==> src/hw/rtl/gom_pkg.sv <==
`default_nettype none

package gom_pkg;

    // Geometry of the line stores
    localparam int MAX_WIDTH = 1024;
    localparam int COL_W     = 10;
    localparam int ROW_W     = 12;
    localparam int WID_W     = 11;
    localparam int ADDR_W    = COL_W + 1;

    // Datapath widths
    localparam int PIX_W   = 8;
    localparam int GRAD_W  = 9;
    localparam int SMTH_W  = 11;
    localparam int PROD_W  = 22;
    localparam int TERM_W  = 23;
    localparam int CSUM_W  = 25;
    localparam int VEC_W   = 26;
    localparam int MAG_W   = 26;
    localparam int HALF_W  = 17;
    localparam int PPROD_W = MAG_W + HALF_W;
    localparam int FULL_W  = PPROD_W + HALF_W;
    localparam int IDX_W   = 5;
    localparam int CODE_W  = 8;

    // Angle constants
    localparam logic [IDX_W-1:0]  TAN_LAST    = 5'd22;
    localparam logic [CODE_W-1:0] ORIENT_BASE = 8'd74;
    localparam logic [CODE_W-1:0] ORIENT_CAP  = 8'd252;
    localparam logic [CODE_W-1:0] ORIENT_ZERO = 8'd164;
    localparam logic [CODE_W-1:0] QUAD_STEP   = 8'd45;

    // Register indexes
    localparam logic REG_WIDTH  = 1'b0;
    localparam logic REG_HEIGHT = 1'b1;

    // Commands from controller to datapath
    typedef struct packed {
        logic             take;
        logic             mem_rd;
        logic             grad_step;
        logic             mul_step;
        logic             sum_step;
        logic             quad_step;
        logic             ang_hi;
        logic             ang_lo;
        logic             ang_acc;
        logic             ang_cmp;
        logic [IDX_W-1:0] tan_idx;
        logic             out_load;
    } gom_cmd_t;

    // Status from datapath to controller
    typedef struct packed {
        logic emit;
        logic out_busy;
    } gom_stat_t;

    // Index 0 is the unit scale 10^10, indexes 1..22 are tan(2j deg) * 10^10
    function automatic logic [2*HALF_W-1:0] tan_k(input logic [IDX_W-1:0] j);
        logic [2*HALF_W-1:0] v;
        case (j)
            5'd0:    v = 34'd10000000000;
            5'd1:    v = 34'd349207695;
            5'd2:    v = 34'd699268119;
            5'd3:    v = 34'd1051042353;
            5'd4:    v = 34'd1405408347;
            5'd5:    v = 34'd1763269807;
            5'd6:    v = 34'd2125565617;
            5'd7:    v = 34'd2493280028;
            5'd8:    v = 34'd2867453858;
            5'd9:    v = 34'd3249196962;
            5'd10:   v = 34'd3639702343;
            5'd11:   v = 34'd4040262258;
            5'd12:   v = 34'd4452286853;
            5'd13:   v = 34'd4877325886;
            5'd14:   v = 34'd5317094317;
            5'd15:   v = 34'd5773502692;
            5'd16:   v = 34'd6248693519;
            5'd17:   v = 34'd6745085168;
            5'd18:   v = 34'd7265425280;
            5'd19:   v = 34'd7812856265;
            5'd20:   v = 34'd8390996312;
            5'd21:   v = 34'd9004040443;
            5'd22:   v = 34'd9656887748;
            default: v = '0;
        endcase
        return v;
    endfunction

endpackage

`default_nettype wire

==> src/hw/rtl/gom_ctrl.sv <==
`default_nettype none

module gom_ctrl (
    input  wire logic               clk,
    input  wire logic               rst_n,
    input  wire logic               in_valid,
    output logic                    in_stall,
    input  wire gom_pkg::gom_stat_t st,
    output gom_pkg::gom_cmd_t       cmd
);
    import gom_pkg::*;

    typedef enum logic [3:0] {
        S_IDLE, S_RD, S_GRAD, S_MUL, S_SUM, S_QUAD,
        S_AHI, S_ALO, S_AACC, S_ACMP, S_OUT
    } state_t;

    state_t           state_reg;
    state_t           state_next;
    logic [IDX_W-1:0] idx_reg;
    logic [IDX_W-1:0] idx_next;

    assign in_stall = (state_reg != S_IDLE);

    // Next state and command decode
    always_comb
    begin
        state_next = state_reg;
        idx_next   = idx_reg;
        cmd        = '0;
        cmd.tan_idx = idx_reg;
        case (state_reg)
            S_IDLE:
            begin
                if (in_valid)
                begin
                    cmd.take   = 1'b1;
                    state_next = S_RD;
                end
            end
            S_RD:
            begin
                cmd.mem_rd = 1'b1;
                state_next = S_GRAD;
            end
            S_GRAD:
            begin
                cmd.grad_step = 1'b1;
                state_next    = S_MUL;
            end
            S_MUL:
            begin
                cmd.mul_step = 1'b1;
                state_next   = S_SUM;
            end
            S_SUM:
            begin
                cmd.sum_step = 1'b1;
                state_next   = st.emit ? S_QUAD : S_IDLE;
            end
            S_QUAD:
            begin
                cmd.quad_step = 1'b1;
                idx_next      = '0;
                state_next    = S_AHI;
            end
            S_AHI:
            begin
                cmd.ang_hi = 1'b1;
                state_next = S_ALO;
            end
            S_ALO:
            begin
                cmd.ang_lo = 1'b1;
                state_next = S_AACC;
            end
            S_AACC:
            begin
                cmd.ang_acc = 1'b1;
                state_next  = S_ACMP;
            end
            S_ACMP:
            begin
                cmd.ang_cmp = 1'b1;
                if (idx_reg == TAN_LAST)
                begin
                    state_next = S_OUT;
                end
                else
                begin
                    idx_next   = idx_reg + 1'b1;
                    state_next = S_AHI;
                end
            end
            S_OUT:
            begin
                if (!st.out_busy)
                begin
                    cmd.out_load = 1'b1;
                    state_next   = S_IDLE;
                end
            end
            default:
            begin
                state_next = S_IDLE;
            end
        endcase
    end

    // State and table index
    always_ff @(posedge clk or negedge rst_n)
    begin
        if (!rst_n)
        begin
            state_reg <= S_IDLE;
            idx_reg   <= '0;
        end
        else
        begin
            state_reg <= state_next;
            idx_reg   <= idx_next;
        end
    end

endmodule

`default_nettype wire

==> config.mk <==
export PLATFORM = sky130hd
export DESIGN_NAME = gom_ctrl
export DESIGN_NICKNAME = d
export VERILOG_FILES = /design/src/hw/rtl/gom_pkg.sv /design/src/hw/rtl/gom_ctrl.sv
export SDC_FILE = /design/constraint.sdc
export NUM_CORES = 1
export LEC_CHECK = 0
export ABC_AREA = 1
export BUFFER_PORTS_ARGS = -buffer_cell sky130_fd_sc_hd__buf_2
export CAP_MARGIN = 0
export CORE_UTILIZATION = 51
export CTS_BUF_LIST = sky130_fd_sc_hd__clkbuf_8
export DETAILED_ROUTE_END_ITERATION = 7
export HOLD_SLACK_MARGIN = 0.1
export PLACE_DENSITY_LB_ADDON = 0.08
export SETUP_SLACK_MARGIN = 0.2
export SYNTH_ARGS = -nofsm -noshare
export SYNTH_HDL_FRONTEND = slang
export SYNTH_SLANG_ARGS = --single-unit
export TNS_END_PERCENT = 20
==> constraint.sdc <==
create_clock -name clk -period 1.3 [get_ports clk]
set_input_delay 0.26 -clock clk [delete_from_list [all_inputs] [get_ports clk]]
set_output_delay 0.26 -clock clk [all_outputs]
set_load 0.02 [all_outputs]
==> impl_results.md, run 1 <==
* Status: aborted with a tool error
* Failing step: 5_1_grt
* Err: [ERROR DPL-0038] Utilization greater than 100%, impossible to legalize
* TritonCTS Buffers at 3
* CTS Buffer Depth at 2
* Synth cell types at 19
* Die height at around 38 µm
* Row cnt at 12
* CTS root buf: clkbuf_8
* Input/output buffers at 21
* Pin count of the biggest net entering global routing at 10
* Flops & latches, synth at 9
* Syn Inst Count at 97
* Post-DP HPWL at roughly 1200 µm
* Worst endpoint type: primary output
* Die Wd at around 38 µm
* CTS Sinks at 9
* Synth Cell Area at between 600 and 700 µm²
* Synth Net Count at 104
* Placed cells at around 130
* Post-Syn Area per Cell at 6.824 µm²
* GR repair worst EP: cmd[0]
* Initial Util at 0.5725
* IO Pins at 22
* Yosys warns at 0
* CTS H-tree lvls at 1
* Seq/Total Area, Yosys at 0.3403
* GP Congestion at ~0.9
* DP Area at 858.3 µm²
Yosys cell counts:
cell	number	area share
buf_2	1	0.0076
dfrtp_1	9	0.34
ha_1	2	0.038
inv_1	14	0.079
inv_2	2	0.011
nand2_1	24	0.14
nand2_2	3	0.028
nand2_4	1	0.017
nand3_1	14	0.11
nand4_1	3	0.028
nand4_4	1	0.032
nor2_1	15	0.085
nor2_4	2	0.034
nor3_1	1	0.0076
nor4_1	1	0.0095
o21ai_0	1	0.0076
or2_0	1	0.0095
or2_1	1	0.0095
xnor2_1	1	0.013
logic make-up after synthesis:
logic type	share of synthesized area
buf+inv	0.09830
xor+xnor	0.01323
fa+ha+maj	0.03780
simple gates	0.5029
compound gates	0.007554
flops	0.3403
timing repair:
action,CTS
endpoints found under the hold margin,9
gates cloned,0
resized for setup,39
setup buffers,7
endpoints found under the setup margin,26
hold buffers,1
pin swaps,8
metrics by stage:
stage | util | worst slack (ns)
2_1_floorplan | - | 0.07292
3_3_place_gp | 0.7424 | 0.01749
3_5_place_dp | 0.7424 | -0.03055
4_1_cts | 0.9340 | -0.2005
==> run 2, diff against run 1 <==
--- a/config.mk
+++ b/config.mk
@@ -8,12 +8,10 @@
 export ABC_AREA = 1
 export BUFFER_PORTS_ARGS = -buffer_cell sky130_fd_sc_hd__buf_2
 export CAP_MARGIN = 0
-export CORE_UTILIZATION = 51
-export CTS_BUF_LIST = sky130_fd_sc_hd__clkbuf_8
+export CORE_AREA = 2 2 63 65
 export DETAILED_ROUTE_END_ITERATION = 7
-export HOLD_SLACK_MARGIN = 0.1
-export PLACE_DENSITY_LB_ADDON = 0.08
-export SETUP_SLACK_MARGIN = 0.2
+export DIE_AREA = 0 0 65 67
+export PLACE_DENSITY_LB_ADDON = 0.15
 export SYNTH_ARGS = -nofsm -noshare
 export SYNTH_HDL_FRONTEND = slang
 export SYNTH_SLANG_ARGS = --single-unit
==> impl_results.md, run 2 <==
* Status: finished with violations (was aborted with a tool error)
* Violated checks: negative setup slack
* Setup Crit Path Kind: reg2out
* Synth Net Count at 104 (unchanged)
* Pre-antenna DRT Iters at 3
* Flops & latches, synth at 9 (unchanged)
* Critical Path End Type: output pin
* Post-DP HPWL at 1521 µm (was 1222 µm)
* Commonest non-fill, non-tap cells in the layout: 19 x nand2_1, 19 x buf_4, 12 x nand3_1, 10 x nor2_1, 10 x buf_2
* Core area at between 3000 and 4000 µm²
* Initial Util at 0.1836 (was 0.5725)
* Global route overflow at 0
* Fmax at about 670 MHz
* CTS Sinks at 9 (unchanged)
* Synth area leaders: dfrtp_1 34%, nand2_1 14%, nand3_1 11% (unchanged)
* Max FFs per register at 5
* Place WS at -0.01854 ns (was -0.03055 ns)
* Nets at approximately 140
* Area Overhead vs Synth at 71.46%
* Overall Power at approximately 2.1 mW
* Post-synth EDFFs at 0 (unchanged)
* Async SR Flop Fraction at 1.000 (unchanged)
* Die area at between 4000 and 5000 µm²
* Setup Skew at approximately 0.0017 ns
* Slew HR at 0.8178
* RSZ-0062 raised after global routing: yes
* GRT Total Usage at 0.1086
* Initial antenna violation count at 0
* CTS root buf: clkbuf_8 (unchanged)
* Clock transition at path regs at around 0.050 ns
* Main synth FF type: dfrtp_1 (unchanged)
* Worst Setup Start Kind: flip-flop
* Worst min path class: in2reg
* GP Congestion at 0.8428 (was 0.8841)
* Setup ws final at -0.1955 ns
* Worst slew pin tran at around 0.27 ns
* Power per cell area at roughly 1900 nW/µm²
* Leakage at 0.5857 nW
* Max incr delay on CP at 0.46 ns
* Post-DR wirelength/cell at 11.04 µm
* Share of cells above drive strength 1 at 0.5221
* Seq/Total Area, Yosys at 0.3403 (unchanged)
* Setup TNS at -1.902 ns
* N_diodes at 0
* DRC Markers at 0
* Post-Syn Area per Cell at 6.824 µm² (unchanged)
* Required @ worst endpoint at around 1.0 ns
* TritonCTS Buffers at 3 (unchanged)
* ANT nets after route at 0
* Vias at 758
* Final WL at just over 2000 µm
* Final core utilization at 0.3147
* Min Tclk post-route at ~1.5 ns
* CTS H-tree lvls at 1 (unchanged)
* Largest area contributor in the netlist: dfrtp_1 (unchanged)
* DRT iter0 DRCs at 34
* First-pass GRT wire length at 3450 µm
* CTS Buffer Depth at 2 (unchanged)
* Via/cell ratio at 4.120
* Max_cap viols at 0
* Yosys warns at 0 (unchanged)
* Pins Over Slew Limit at 0
* Synth cell types at 19 (unchanged)
* Worst-path cell chain: inv_2, nand2_2, nor3_4, buf_6
* IO Pins at 22 (unchanged)
* Row cnt at 22 (was 12)
* Share of the synthesized area in the top cell type at 0.3403 (unchanged)
* Top cells by count, synth: 24 x nand2_1, 15 x nor2_1, 14 x inv_1, 14 x nand3_1, 9 x dfrtp_1 (unchanged)
* Critical Path Slowest Stage Cell: dfrtp_2
* Input/output buffers at 21 (unchanged)
* Endpoints failing setup at 12
* Critical path arrival at approximately 1.2 ns
* Vias in the first global route at approximately 730
* Worst skew pair latency at around 0.24 ns
* CTS tree: done
* Crit Path Max Fanout at 4
* Die height at 67 µm (was 38.03 µm)
* Count leader, synth: nand2_1 (unchanged)
* Pin count of the biggest net entering global routing at 10
* Die Wd at 65 µm (was 38.03 µm)
* Final period utilization at 1.150
* VDD IR max at ~0.0010 V
* Syn Inst Count at 97 (unchanged)
* Synth Cell Area at 661.9 µm² (unchanged)
* Final Hold Vio Count at 0
run 2: cell counts after synthesis:
Identical to the previous run, type by type.
run 2: timing repair:
item | 4_1_cts | 5_1_grt
buffers inserted | 2 | 2
setup endpoints to repair | 12 | 19
pin swaps | 2 | 5
gates resized for setup | 31 | 20
endpoints found under the hold margin | 9 | 0
hold buffers | 1 | 0
run 2: area by class of cell:
type	instances	area [µm²]
clock buffer	4	45.04
sequential	9	231.5
inverter	16	70.07
multi-input combinational	71	457.9
tap	48	60.06
fill	400	2471
timing repair buffer	36	270.3
run 2: worst max-delay path: cells and delay by family (launching register included):
| family | cells | cell delay, ns |
|---|---|---|
| and+or+nand+nor | 2 | 0.30 |
| DFF | 1 | 0.46 |
| buffers and inverters | 2 | 0.24 |
run 2: path summary, 6_finish.rpt:
path | endpoint | from | slack [ns] | cells after the start
max in group asynchronous | state_reg[1] | rst_n | 0.67 | 2
worst max-delay path | cmd[8] | state_reg[3] | -0.20 | 4
worst min register to register | idx_reg[0] | idx_reg[0] | 0.60 | 2
min in group asynchronous | state_reg[0] | rst_n | 0.42 | 2
worst min-delay path | state_reg[0] | in_valid | 0.32 | 3
worst max register to register | state_reg[1] | state_reg[0] | 0.02 | 6
run 2: cell families after synthesis:
logic type / Yosys count / share of synthesized area
flip-flops: 9 / 0.3403
buffers and inverters: 17 / 0.09830
adder cells (fa/ha/maj): 2 / 0.03780
XOR/XNOR: 1 / 0.01323
AND/OR/NAND/NOR: 67 / 0.5029
AO/OA/AOI/OAI: 1 / 0.007554
run 2: stage by stage:
| step | hold slack, ns | instance area [µm²] | instances |
|---|---|---|---|
| 2_1_floorplan | -0.03559 | 668.1 | 97 |
| 3_5_place_dp | 0.1426 | 903.4 | 175 |
| 3_3_place_gp | 0.1422 | 903.4 | 175 |
| 5_1_grt | 0.3406 | 1135 | 184 |
| 6_report | 0.3216 | 1135 | 184 |
| 4_1_cts | 0.3204 | 1067 | 182 |
run 2: power by group:
part / switching, mW / total, mW / internal [mW]
clock: 0.125 / 0.340 / 0.215
sequential: 0.163 / 0.518 / 0.354
combinational: 0.722 / 1.27 / 0.553
run 2: layer usage:
layer / routed length, µm / share of wire / global-route usage / vias up
li1: - / - / - / 388
met4: 32 / 0.016 / 0.04787 / 0
met3: 121 / 0.060 / 0.03885 / 4
met1: 895 / 0.44 / 0.1240 / 346
met5: 0 / 0 / 0 / -
met2: 982 / 0.48 / 0.1817 / 20
No activity file was read; power rests on OpenSTA's default activity.
==> run 3, diff against run 2 <==
--- a/config.mk
+++ b/config.mk
@@ -8,9 +8,9 @@
 export ABC_AREA = 1
 export BUFFER_PORTS_ARGS = -buffer_cell sky130_fd_sc_hd__buf_2
 export CAP_MARGIN = 0
-export CORE_AREA = 2 2 63 65
+export CORE_AREA = 5 5 66 68
 export DETAILED_ROUTE_END_ITERATION = 7
-export DIE_AREA = 0 0 65 67
+export DIE_AREA = 0 0 71 73
 export PLACE_DENSITY_LB_ADDON = 0.15
 export SYNTH_ARGS = -nofsm -noshare
 export SYNTH_HDL_FRONTEND = slang
==> impl_results.md, run 3 (synthesized netlist as in run 2, its figures left out) <==
* TritonCTS Buffers at 3 (unchanged)
* Post-DP HPWL at 1618 µm (was 1521 µm)
* Post-DR wirelength/cell at 11.37 µm (was 11.04 µm)
* Final period utilization at 1.139 (was 1.150)
* Global route overflow at 0 (unchanged)
* GRT Total Usage at 0.09005 (was 0.1086)
* Worst Setup Start Kind: flip-flop (unchanged)
* Setup ws final at -0.1807 ns (was -0.1955 ns)
* Pre-antenna DRT Iters at 4 (was 3)
* CTS H-tree lvls at 1 (unchanged)
* Fillers at 430 (was 400)
* Critical path arrival at 1.22 ns (was 1.24 ns)
* CTS tree: done (unchanged)
* Setup TNS at -1.824 ns (was -1.902 ns)
* Max incr delay on CP at 0.44 ns (was 0.46 ns)
* N_diodes at 0 (unchanged)
* Place WS at -0.08707 ns (was -0.01854 ns)
* CTS Sinks at 9 (unchanged)
* Pins Over Slew Limit at 0 (unchanged)
* Via/cell ratio at 3.924 (was 4.120)
* VDD IR max at 0.001021 V (was 0.001020 V)
* RSZ-0062 raised after global routing: yes (unchanged)
* Nets at 142 (was 144)
* Die Wd at 71 µm (was 65 µm)
* Critical Path End Type: output pin (unchanged)
* Share of cells above drive strength 1 at 0.5224 (was 0.5221)
* Crit path from: state_reg[3] (unchanged)
* Final WL at 2092 µm (was 2032 µm)
* Vias in the first global route at 805 (was 728)
* Most common cell after layout, fill and taps aside: nand2_1
* FF-to-FF setup slack at 0 ns (was 0.02 ns)
* DRC Markers at 0 (unchanged)
* Fin Hold WS at 0.3271 ns (was 0.3216 ns)
* GP Congestion at 0.7294 (was 0.8428)
* Row cnt at 23 (was 22)
* Setup Crit Path Kind: reg2out (unchanged)
* R2R cell count at 6 (unchanged)
* Max_cap viols at 0 (unchanged)
* Critical path buffers and inverters at 2 (unchanged)
* Leakage at 0.5763 nW (was 0.5857 nW)
* Required @ worst endpoint at 1.04 ns (about the same)
* IO Pins at 22 (unchanged)
* Core area at 3799 µm² (was 3606 µm²)
* Input/output buffers at 21 (unchanged)
* Die area at 5183 µm² (was 4355 µm²)
* Worst setup endpoint: cmd[15] (was cmd[8])
* Max FFs per register at 5 (unchanged)
* CTS root buf: clkbuf_8 (unchanged)
* Worst path depth at 5 (was 4)
* Worst min path class: in2reg (unchanged)
* Vias at 722 (was 758)
* Power per cell area at 1918 nW/µm² (was 1879 nW/µm²)
* Status: finished with violations (unchanged)
* Worst slew pin tran at 0.2759 ns (was 0.2727 ns)
* ANT nets after route at 0 (unchanged)
* Worst-path cell chain: nor2_2, buf_6, nand2_2, nor2_2, buf_6 (was inv_2, nand2_2, nor3_4, buf_6)
* Critical Path Slowest Stage Cell: dfrtp_2 (unchanged)
* Violated checks: negative setup slack (unchanged)
* Final cell count without fillers at 184 (unchanged)
* Fmax at 675.3 MHz (was 668.7 MHz)
* Pin count of the biggest net entering global routing at 10 (unchanged)
* Crit path max-delay family: flip-flops (unchanged)
* Min Tclk post-route at 1.481 ns (was 1.495 ns)
* First-pass GRT wire length at 3657 µm (was 3450 µm)
* Endpoints failing setup at 13 (was 12)
* Clock transition at path regs at 0.05 ns (about the same)
* Setup Skew at 0.0009785 ns (was 0.001700 ns)
* Initial Util at 0.1742 (was 0.1836)
* Commonest non-fill, non-tap cells in the layout: 20 x nand2_1, 13 x nand3_1, 13 x buf_6, 10 x buf_2, 10 x buf_4 (was 19 x nand2_1, 19 x buf_4, 12 x nand3_1, 10 x nor2_1, 10 x buf_2)
* Initial antenna violation count at 0 (unchanged)
* Final Hold Vio Count at 0 (unchanged)
* Overall Power at 2.168 mW (was 2.133 mW)
* DRT iter0 DRCs at 21 (was 34)
* R2r startpoint: state_reg[0] (unchanged)
* Slew HR at 0.8157 (was 0.8178)
* FF-to-FF End: state_reg[1] (unchanged)
* Crit Path Max Fanout at 4 (unchanged)
* Die height at 73 µm (was 67 µm)
* CTS Buffer Depth at 2 (unchanged)
* Area Overhead vs Synth at 70.70% (was 71.46%)
* Placed cells at 177 (was 175)
* Worst skew pair latency at 0.23 ns (was 0.24 ns)
## run 3: cell count changes in the layout (fill, tap and decap cells not counted), sizes merged
| cell | before | now |
|---|---|---|
| clkinv | 1 | 0 |
| buf | 35 | 33 |
| inv | 15 | 16 |
## run 3: cell type report
cell class	count	area [µm²]	area share
clock buffers	4	45.04	0.03987
repair buffers	34	281.5	0.2492
well taps	50	62.56	0.05537
multi-input cells	71	444.2	0.3931
flip-flops and latches	9	231.5	0.2049
inverters	16	65.06	0.05759
## run 3: routing by layer
metal,vias to the layer above,GRT usage,share of wire
met5,-,0,0
met4,0,0.01461,0.0048
met3,2,0.04270,0.079
met2,25,0.1442,0.45
met1,317,0.1124,0.47
li1,378,-,-
## run 3: worst min-delay path by stage
stage               slack (ns)           end  startpoint  depth (start not counted)
floorplan                -0.04    idx_reg[0]       rst_n                          0
global placement          0.14    idx_reg[1]       rst_n                          1
detailed placement        0.14    idx_reg[1]       rst_n                          1
CTS                       0.32  state_reg[2]       st[1]                          3
global route              0.34  state_reg[2]       st[1]                          3
finish                    0.33  state_reg[2]       st[1]                          3
## run 3: what timing repair did
item,4_1_cts,5_1_grt
endpoints found under the setup margin,14,20
gates cloned,0,0
hold buffers,1,0
setup buffers,1,1
resized for setup,31,24
hold endpoints to repair,9,0
pin swaps,5,4
## run 3: stage by stage
step	instance area, µm²	utilization
6_report	1130	0.2974
4_1_cts	1060	0.2790
3_5_place_dp	905.9	0.2385
5_1_grt	1130	0.2974
3_3_place_gp	905.9	0.2385
2_1_floorplan	668.1	-
## run 3: worst min-delay path, delay by kind of cell
family                 cells  cell delay, ns
AND/OR/NAND/NOR            2            0.19
buffers and inverters      1            0.08
## run 3: power breakdown
group          switching [mW]  internal, mW  total, mW
clock network           0.123         0.215      0.338
logic                   0.768         0.587       1.35
registers               0.123         0.352      0.475
total                    1.01          1.15       2.17
